[src/hw/rtl/grs_pkg.sv]
`timescale 1ns / 1ps
`default_nettype none
// ============================================================================
// grs_pkg: shared types and constants for the group reverse stream unit
// Field widths, configuration reset value and controller states.
// ============================================================================
package grs_pkg;

    localparam int unsigned VAL_W = 16;  // value / value_res field width
    localparam int unsigned GS_W  = 6;   // group_size register width

    localparam logic [GS_W-1:0] GS_RESET = 6'd2;

    typedef enum logic {
        ST_IDLE,
        ST_DRAIN
    } t_state;

endpackage : grs_pkg
`default_nettype wire

[src/hw/rtl/group_reverse_stream_unit.sv]
`timescale 1ns / 1ps
`default_nettype none
// ============================================================================
// group_reverse_stream_unit: reverses a list stream in groups of group_size
// Buffers values in a group memory and drains them reversed (full group) or
// in arrival order (short remainder at the end of a list).
// ============================================================================
// Usage:
//   Input channel (i_valid / o_ready): one list element per beat, i_last on
//   the final element. Output channel (o_valid / i_ready): one reordered
//   element per beat; o_last_of_run marks the final result caused by one
//   input beat, o_end_of_list the final element of the list. Config channel
//   (i_cfg_valid / o_cfg_ready) writes group_size; 0 acts as 1 and values
//   above MAX_GROUP act as MAX_GROUP.
// Timing:
//   A beat that neither closes a group nor ends a list is only stored. A
//   beat that closes a group or ends the list drops o_ready while the group
//   memory is read once per cycle (single read port) while the output queue
//   has room; each read is registered, then queued, and results follow one
//   per cycle while i_ready is high.
// Reset: fill count clears and group_size returns to 2; memory contents are
//   not cleared (only entries of the current group are ever read).
// Stall: a 2-entry output queue with read credit accounting pauses memory
//   reads when no queue entry is left; nothing is dropped. The next input beat is
//   taken once all reads of the group are issued, even with results queued.
// ============================================================================
module group_reverse_stream_unit #(
    parameter int unsigned MAX_GROUP  = 32,
    parameter int unsigned DATA_WIDTH = 16
) (
    input  wire logic                          i_clk,
    input  wire logic                          i_rst_n,
    // config
    input  wire logic                          i_cfg_valid,
    output logic                               o_cfg_ready,
    input  wire logic [grs_pkg::GS_W-1:0]      i_cfg_group_size,
    // input stream
    input  wire logic                          i_valid,
    output logic                               o_ready,
    input  wire logic [grs_pkg::VAL_W-1:0]     i_value,
    input  wire logic                          i_last,
    // output stream
    output logic                               o_valid,
    input  wire logic                          i_ready,
    output logic [grs_pkg::VAL_W-1:0]          o_value_res,
    output logic                               o_last_of_run,
    output logic                               o_end_of_list
);

    // stored width: data masked to DATA_WIDTH and to the 16-bit field
    localparam int unsigned MW = (DATA_WIDTH < grs_pkg::VAL_W) ? DATA_WIDTH
                                                               : grs_pkg::VAL_W;
    localparam int unsigned AW = (MAX_GROUP > 1) ? $clog2(MAX_GROUP) : 1;
    localparam int unsigned CW = $clog2(MAX_GROUP + 1);
    localparam logic [6:0]  MAXG7 = 7'(MAX_GROUP);

    // ------------------------------------------------------------------
    // Config register
    // ------------------------------------------------------------------
    logic [grs_pkg::GS_W-1:0] r_group_size;

    assign o_cfg_ready = 1'b1;

    always_ff @(posedge i_clk) begin
        if (!i_rst_n) begin
            r_group_size <= grs_pkg::GS_RESET;
        end else if (i_cfg_valid) begin
            r_group_size <= i_cfg_group_size;
        end
    end

    // effective group size: zero reads as one, saturate at MAX_GROUP
    logic [6:0] gs7;
    logic [6:0] k7;
    assign gs7 = {1'b0, r_group_size};
    assign k7  = (gs7 == 7'd0) ? 7'd1 : ((gs7 > MAXG7) ? MAXG7 : gs7);

    // ------------------------------------------------------------------
    // Controller
    // ------------------------------------------------------------------
    grs_pkg::t_state r_state, n_state;
    logic [CW-1:0]   r_fill,  n_fill;
    logic [AW-1:0]   r_idx,   n_idx;
    logic [AW-1:0]   r_lim,   n_lim;
    logic            r_rev,   n_rev;
    logic            r_lst,   n_lst;

    logic            in_acc;
    logic [CW-1:0]   fill_inc;
    logic [CW-1:0]   fill_dec;
    logic            rd_en;
    logic            rd_fin;
    logic            can_issue;
    logic            pop;

    // output queue / read tracking
    logic [1:0]      r_cnt;
    logic            r_pend;
    logic            r_pend_run;
    logic            r_pend_eol;

    assign in_acc   = i_valid && o_ready;
    assign fill_inc = r_fill + CW'(1);
    assign fill_dec = fill_inc - CW'(1);
    assign pop      = o_valid && i_ready;
    // room for one more read after this cycle's pop
    assign can_issue = ({1'b0, r_cnt} + {2'b00, r_pend}) <= (3'd1 + {2'b00, pop});
    assign rd_fin    = r_rev ? (r_idx == '0) : (r_idx == r_lim);

    always_ff @(posedge i_clk) begin
        if (!i_rst_n) begin
            r_state <= grs_pkg::ST_IDLE;
            r_fill  <= '0;
        end else begin
            r_state <= n_state;
            r_fill  <= n_fill;
        end
    end

    always_ff @(posedge i_clk) begin
        r_idx <= n_idx;
        r_lim <= n_lim;
        r_rev <= n_rev;
        r_lst <= n_lst;
    end

    always_comb begin
        n_state = r_state;
        n_fill  = r_fill;
        n_idx   = r_idx;
        n_lim   = r_lim;
        n_rev   = r_rev;
        n_lst   = r_lst;
        o_ready = 1'b0;
        rd_en   = 1'b0;
        unique case (r_state)
            grs_pkg::ST_IDLE: begin
                o_ready = 1'b1;
                if (i_valid) begin
                    if (7'(fill_inc) >= k7) begin
                        // full group (or more after a size change): reversed
                        n_state = grs_pkg::ST_DRAIN;
                        n_rev   = 1'b1;
                        n_idx   = AW'(fill_dec);
                        n_lst   = i_last;
                        n_fill  = '0;
                    end else if (i_last) begin
                        // short remainder: arrival order
                        n_state = grs_pkg::ST_DRAIN;
                        n_rev   = 1'b0;
                        n_idx   = '0;
                        n_lim   = AW'(fill_dec);
                        n_lst   = 1'b1;
                        n_fill  = '0;
                    end else begin
                        n_fill  = fill_inc;
                    end
                end
            end
            grs_pkg::ST_DRAIN: begin
                if (can_issue) begin
                    rd_en = 1'b1;
                    if (rd_fin) begin
                        n_state = grs_pkg::ST_IDLE;
                    end else if (r_rev) begin
                        n_idx = r_idx - AW'(1);
                    end else begin
                        n_idx = r_idx + AW'(1);
                    end
                end
            end
            default: begin
                n_state = grs_pkg::ST_IDLE;
            end
        endcase
    end

    // ------------------------------------------------------------------
    // Group memory: one write port, one registered read port
    // ------------------------------------------------------------------
    logic [MW-1:0] r_mem [MAX_GROUP];
    logic [MW-1:0] r_rd_data;

    always_ff @(posedge i_clk) begin
        if (in_acc) begin
            r_mem[AW'(r_fill)] <= MW'(i_value);
        end
    end

    always_ff @(posedge i_clk) begin
        if (rd_en) begin
            r_rd_data <= r_mem[r_idx];
        end
    end

    always_ff @(posedge i_clk) begin
        if (!i_rst_n) begin
            r_pend <= 1'b0;
        end else begin
            r_pend <= rd_en;
        end
    end

    always_ff @(posedge i_clk) begin
        if (rd_en) begin
            r_pend_run <= rd_fin;
            r_pend_eol <= rd_fin && r_lst;
        end
    end

    // ------------------------------------------------------------------
    // Output queue, 2 entries
    // ------------------------------------------------------------------
    logic [MW-1:0] r_q_val [2];
    logic          r_q_run [2];
    logic          r_q_eol [2];
    logic          r_wp;
    logic          r_rp;

    always_ff @(posedge i_clk) begin
        if (!i_rst_n) begin
            r_cnt <= '0;
            r_wp  <= 1'b0;
            r_rp  <= 1'b0;
        end else begin
            r_cnt <= r_cnt + {1'b0, r_pend} - {1'b0, pop};
            if (r_pend) begin
                r_wp <= ~r_wp;
            end
            if (pop) begin
                r_rp <= ~r_rp;
            end
        end
    end

    always_ff @(posedge i_clk) begin
        if (r_pend) begin
            r_q_val[r_wp] <= r_rd_data;
            r_q_run[r_wp] <= r_pend_run;
            r_q_eol[r_wp] <= r_pend_eol;
        end
    end

    assign o_valid       = (r_cnt != 2'd0);
    assign o_value_res   = grs_pkg::VAL_W'(r_q_val[r_rp]);
    assign o_last_of_run = r_q_run[r_rp];
    assign o_end_of_list = r_q_eol[r_rp];

    // ------------------------------------------------------------------
    // Assertions
    // ------------------------------------------------------------------
    a_queue_bound: assert property (@(posedge i_clk) disable iff (!i_rst_n)
        ({1'b0, r_cnt} + {2'b00, r_pend}) <= 3'd2)
        else $error("output queue overrun");

    a_last_clears: assert property (@(posedge i_clk) disable iff (!i_rst_n)
        (i_valid && o_ready && i_last) |=> (r_fill == '0))
        else $error("fill count not cleared at end of list");

    a_eol_run: assert property (@(posedge i_clk) disable iff (!i_rst_n)
        (o_valid && o_end_of_list) |-> o_last_of_run)
        else $error("end of list without end of run");

    a_fill_range: assert property (@(posedge i_clk) disable iff (!i_rst_n)
        32'(r_fill) < MAX_GROUP)
        else $error("fill count out of range");

endmodule : group_reverse_stream_unit
`default_nettype wire

[config.mk]
export PLATFORM = sky130hd
export DESIGN_NAME = group_reverse_stream_unit
export DESIGN_NICKNAME = d
export VERILOG_FILES = /design/src/hw/rtl/grs_pkg.sv /design/src/hw/rtl/group_reverse_stream_unit.sv
export SDC_FILE = /design/constraint.sdc
export NUM_CORES = 1
export LEC_CHECK = 0
export BUFFER_PORTS_ARGS = -buffer_cell sky130_fd_sc_hd__buf_2
export CAP_MARGIN = 10
export CORE_UTILIZATION = 58
export CTS_CLUSTER_DIAMETER = 50
export DETAILED_ROUTE_END_ITERATION = 6
export GPL_ROUTABILITY_DRIVEN = 0
export HOLD_SLACK_MARGIN = 0.05
export PLACE_DENSITY_LB_ADDON = 0.08
export SLEW_MARGIN = 0
export SYNTH_ARGS = -nofsm -noshare
export SYNTH_HDL_FRONTEND = slang
export SYNTH_SLANG_ARGS = --single-unit
[constraint.sdc]
create_clock -name i_clk -period 6.9 [get_ports i_clk]
set_clock_uncertainty 0.05 [all_clocks]
set_input_delay 0.345 -clock i_clk [delete_from_list [all_inputs] [get_ports i_clk]]
set_output_delay 0.345 -clock i_clk [all_outputs]
set_load 0.005 [all_outputs]
==> results of run 1 <==
==> worst reg2reg max path, stage by stage (launching register included) <==
cell and delay, ns:
dfxtp_1 0.64, and3_1 0.28, nand3_1 0.10, xnor2_1 0.17, ha_1 0.31, nand4_1 0.08
o21ai_1 0.46, o21a_1 0.45, a21o_1 0.24
==> cells in the final DEF (no fill, tap or decap), types with 9 or more instances in the layout <==
master         instances
a211oi_1              11
a21oi_1               27
a22oi_1               37
buf_2                 47
buf_4                 48
clkbuf_1              15
clkbuf_16             59
clkinv_1              10
clkinv_2              15
dfxtp_1               19
dlygate4sd3_1          9
edfxtp_1             578
ha_1                  18
inv_1                 14
mux2_2                24
mux2i_1               60
mux4_2                98
nand2_1               28
nand3_1               14
nor2_1                44
o221ai_1              12
o22ai_1               15
xnor2_1               17
==> final timing paths <==
check | startpoint | endpoint | slack (ns) | depth (start not counted)
hold reg to reg | r_pend_run$_DFFE_PP_ | r_q_run[1]$_DFFE_PP_ | 0.40 | 0
setup / recovery | r_fill[2]$_SDFFE_PN0P_ | r_idx[0]$_DFFE_PP_ | 3.82 | 8
setup reg to reg | r_fill[2]$_SDFFE_PN0P_ | r_idx[0]$_DFFE_PP_ | 3.82 | 8
hold / removal | i_rst_n | r_fill[2]$_SDFFE_PN0P_ | 0.09 | 3
==> routing by layer <==
metal  part of all wire [%]  up-vias  wire [um]  global-route usage [%]
met1                     43     5998      21400                    37.0
met4                    1.8        0        884                    6.63
met2                     48      418      23900                    40.2
li1                       -     4935          -                       -
met5                      0        -          0                       0
met3                    7.6       71       3820                    5.11
==> cell families (layout without fill, tap and decap cells) <==
kind of cell               count (synthesis)  count (layout)  synth area share [%]
adders and majority gates                 20              20                  1.14
xor gates and xnor gates                  23              23                 0.869
other                                      1               1                0.0162
DFF                                      597             597                  76.5
and+or+nand+nor                          130             130                  2.68
AOI/OAI and AO/OA                        130             130                  3.91
muxes                                    182             182                  13.3
buffers and inverters                     80             226                  1.61
==> metrics by stage <==
stage / cell area [sq um] / std cells
detailed placement: 24100 / 1712
floorplan: 23200 / 1163
finish: 26000 / 1827
global placement: 24100 / 1712
global route: 26000 / 1827
CTS: 26000 / 1827
==> cell type report <==
| cell class | instances | area share, % |
|---|---|---|
| Sequential cell | 597 | 68.3 |
| Clock inverter | 32 | 0.857 |
| Timing Repair Buffer | 104 | 2.64 |
| Multi-Input combinational cell | 486 | 19.6 |
| Inverter | 16 | 0.231 |
| Tap cell | 518 | 2.49 |
| Clock buffer | 74 | 5.90 |
==> report_power, final <==
part | total, W | internal [W] | switching [W]
clock network | 0.00293 | 0.00164 | 0.00129
logic | 0.00151 | 0.000648 | 0.000861
registers | 0.00423 | 0.00412 | 0.000102
==> registers in the layout, summed over array words and instances, names as in the netlist, named ones only <==
name and count:
r_pend_eol 1, r_pend 1, r_q_run 2, r_group_size 6, r_q_val 32, r_rd_data 16
r_state 1, r_idx 5, r_q_eol 2, r_pend_run 1, r_cnt 2, r_mem 512
r_rev 1, r_rp 1, r_lim 5, r_wp 1, r_fill 6, r_lst 1
==> repair_timing <==
item,in CTS,in global routing
hold endpoints to repair,7,0
hold buffers,9,0
setup buffers,0,0
gates resized for setup,0,0
==> run metrics, run 1 <==
DR DRC count=0; total grt overflow=0; core area=39000 sq um; final antenna-violating net count=0; Final Max Tran Viols=0; worst rel slew slack=between 30% and 40%; antenna violations before repair=0; count leader, synth=edfxtp_1; Fin. Hold Viols=0; CP Data Arrival Time=3.32 ns; Final Power=0.00867 W; status=finished, final reports clean; P_leak=8.49 nW; Finish-stage setup viols=0; Max Clock Freq=between 0.3 and 0.4 GHz; Hold Slack=0.0894 ns; Site Rows=72; Post-synth top cells=578 x edfxtp_1, 98 x mux4_2, 60 x mux2i_1, 48 x nor2_1, 37 x a22oi_1; main area contributors after synthesis=edfxtp_1 75%, mux4_2 9.5%, mux2i_1 2.6%; nets@finish=1311; leading area contributor after synthesis=edfxtp_1; crit path capture type=flop; crit-path cells=and3_1 -> nand3_1 -> xnor2_1 -> ha_1 -> nand4_1 -> o21ai_1 -> o21a_1 -> a21o_1; CTS tree=built; setup TNS=0 ns; # fillers=around 2.6k; final worst slack=3.82 ns; crit-path max cell delay=between 0.6 and 0.7 ns; first-pass GRT wire length=74600 um; Vias/cell=6.25; flops & latches, synth=597; pin count of the biggest net entering global routing=52; Synth Flop Type=edfxtp_1; vias in the first global route=11.5k; post-route clock period utilization=44.6%; DIE AREA=40800 sq um; clock slew at reported path FFs=~0.060 ns; Max clock buf depth=3; worst vdd ir=246 uV; Total GRT Usage=25.5%; Total Routed Length=50000 um; Hold WC Path Type=in -> reg; YS warnings=0; DR WL/cell=around 27 um; critical path type=reg -> reg; area of the multi-input gates=between 5000 and 6000 sq um; DP Worst Slack=3.86 ns; DR pass1 iterations=6; max-cap viol count=0; post-synthesis sequential area ratio=76.5%; min Tclk post-route=3.08 ns; EDFF count, synth=578; Inserted Clock Buffers=58; Die Y=around 200 um; worst skew pair latency=0.60 ns; Worst Tran Pin Value=0.908 ns; Inserted Diodes=0; starting density of the core=59.4%; Post-Syn Area=23200 sq um; Synth top area share=74.9%; Async S/R FF share, synth=0%; Pwr Density=334 nW/um^2; storage element area=17700 sq um; data required time of the critical path=7.14 ns; Sink Count=approximately 600; CTS Root Cell=clkbuf_16; RSZ-0062 raised after global routing=no; CP startpoint kind=flop; DP Wirelength=slightly below 30000 um; number of port buffers=47; Post-Syn Nets=around 1.2k; synthesized area per cell=19.9 sq um; Syn-to-layout area delta=12.1%; htree depth=2; Top Family by Delay on Critical Path=compound AO/OA/AOI/OAI gates; Slowest-stage cell, CP=dfxtp_1; DRT iter0 DRCs=~1.1k; CP Max Fanout=16; share of cells above drive strength 1=23.8%; Layout Utilization=66.6%; Cells after Synth=1163; via count=~11k; # IOs=49; Netlist cell types=51; CP bufs+invs=0; die width=202 um
No activity file was read; power rests on OpenSTA's default activity.
==> run 2: changes to the inputs <==
--- a/config.mk
+++ b/config.mk
@@ -7,7 +7,7 @@
 export LEC_CHECK = 0
 export BUFFER_PORTS_ARGS = -buffer_cell sky130_fd_sc_hd__buf_2
 export CAP_MARGIN = 10
-export CORE_UTILIZATION = 58
+export CORE_UTILIZATION = 56
 export CTS_CLUSTER_DIAMETER = 50
 export DETAILED_ROUTE_END_ITERATION = 6
 export GPL_ROUTABILITY_DRIVEN = 0
==> constraint.sdc (replaced) <==
create_clock -name i_clk -period 2.6 [get_ports i_clk]
set_clock_uncertainty 0.05 [all_clocks]
set_input_delay 0.13 -clock i_clk [delete_from_list [all_inputs] [get_ports i_clk]]
set_output_delay 0.13 -clock i_clk [all_outputs]
set_load 0.005 [all_outputs]
==> run metrics, run 2 (synthesis results as in run 1) <==
CTS Root Cell=clkbuf_16; data required time of the critical path=about 3 ns; Inserted Clock Buffers=60; via count=roughly 12k; first-pass GRT wire length=76800 um; reg-to-reg setup timing slack=0.08 ns; commonest non-fill, non-tap cells in the layout=578 x edfxtp_1, 98 x mux4_2, 91 x buf_4; Vias/cell=6.07; Worst Tran Pin Value=0.855 ns; core area=40800 sq um; worst vdd ir=618 uV; post-route clock period utilization=a little over nine tenths; Total Routed Length=52000 um; Max clock buf depth=3; worst rel slew slack=a little over two fifths; RSZ-0062 raised after global routing=no; final antenna-violating net count=0; DP Wirelength=32200 um; Sink Count=597; Final Max Tran Viols=0; Max Clock Freq=between 0.3 and 0.4 GHz; share of cells above drive strength 1=around a quarter; clock slew at reported path FFs=0.06 ns; min Tclk post-route=between 2 and 3 ns; # IOs=between 40 and 50; CTS tree=built; Final Power=0.0241 W; max-cap viol count=0; pin count of the biggest net entering global routing=36; crit path capture type=flop; P_leak=approximately 8.9 nW; total grt overflow=0; most common cell after layout, fill and taps aside=edfxtp_1; CP Max Fanout=20; nets@finish=approximately 1.4k; die width=205 um; number of port buffers=47; starting density of the core=56.8%; Hold Path End=r_mem[15][15]$_DFFE_PP_; DR DRC count=0; design area=26900 sq um; Die Y=205 um; setup TNS=0 ns; antenna violations before repair=0; Pwr Density=896 nW/um^2; Total GRT Usage=roughly a quarter; Largest register FFs=between 500 and 600; Cell Area, Placed=approximately 25000 sq um; Finish-stage setup viols=0; DP Worst Slack=approximately 0.026 ns; CP Data Arrival Time=2.85 ns; Top Registers=r_mem: 512 flops, r_q_val: 32 flops, r_rd_data: 16 flops; status=finished, final reports clean; Site Rows=74; R2R Path End=r_rd_data[11]$_DFFE_PP_; CP startpoint kind=flop; worst reg2reg startpoint=r_idx[0]$_DFFE_PP_; Syn-to-layout area delta=16.1%; final worst slack=0.0769 ns; DR pass1 iterations=5; worst skew pair latency=0.62 ns; DIE AREA=between 40000 and 50000 sq um; critical path type=reg -> reg; worst hold start=i_value[15]; Reg2Reg Depth=7; DR WL/cell=between 20 and 30 um; vias in the first global route=between 10k and 15k; Fin. Hold Viols=0; hold depth=1; Hold WC Path Type=in -> reg; # fillers=about 2.7k; DRT iter0 DRCs=just under 1k; htree depth=2; Top reg by flops=r_mem
## run 2: layer usage
layer	wire length, um	vias to the layer above	track usage [%]	part of all wire, %
met5	0	-	0	0
met4	1290	0	8.65	2.5
met3	3370	77	4.31	6.5
met2	25000	380	41.0	48
met1	22400	6105	36.4	43
li1	-	5117	-	-
## run 2: metrics by stage
step                hold WS [ns]  cells  util, %
floorplan                  0.179   1163        -
global placement           0.294   1778     60.4
detailed placement         0.317   1778     60.4
CTS                       0.0599   1922     65.9
global route              0.0880   1922     65.9
finish                    0.0805   1923     65.9
## run 2: worst max path at each step
| stage | start | endpoint | slack [ns] |
|---|---|---|---|
| after detailed placement | r_cnt[1]$_SDFF_PN0_ | r_idx[0]$_DFFE_PP_ | 0.03 |
| after CTS | r_idx[0]$_DFFE_PP_ | r_rd_data[11]$_DFFE_PP_ | 0.04 |
| final | r_idx[0]$_DFFE_PP_ | r_rd_data[11]$_DFFE_PP_ | 0.08 |
| after floorplan | r_fill[0]$_SDFFE_PN0P_ | r_idx[0]$_DFFE_PP_ | 0.002 |
| after global routing | r_cnt[1]$_SDFF_PN0_ | r_rd_data[6]$_DFFE_PP_ | 0.00006 |
| after global placement | r_cnt[0]$_SDFF_PN0_ | r_idx[0]$_DFFE_PP_ | 0.07 |
## run 2: repair_timing
item                                   in CTS  in global routing
setup endpoints to repair                   5                 13
pin swaps                                   0                  0
hold buffers                               36                  0
resized for setup                           1                  6
endpoints found under the hold margin     507                  0
setup buffers                               0                  0
## run 2: where the power goes
part | switching [W] | total, W | internal [W]
sequential | 0.000256 | 0.0112 | 0.0109
combinational | 0.00254 | 0.00469 | 0.00215
clock | 0.00346 | 0.00822 | 0.00476
## run 2: cell type report
type | count | area (sq um) | area share, %
Sequential cell | 597 | 17700 | 65.9
Clock inverter | 33 | 288 | 1.07
Timing Repair Buffer | 183 | 1460 | 5.42
Clock buffer | 75 | 1580 | 5.87
Tap cell | 532 | 666 | 2.47
Antenna cell | 1 | 2.50 | 0.00930
Inverter | 16 | 60.1 | 0.223
Multi-Input combinational cell | 486 | 5120 | 19.0
## run 2: critical path: stages (launching register included)
cell       delay (ns)
edfxtp_1         0.46
buf_12           0.23
mux4_2           0.52
and2_0           0.17
a2111oi_1        0.41
buf_4            0.18
a41oi_1          0.04
and3_1           0.22
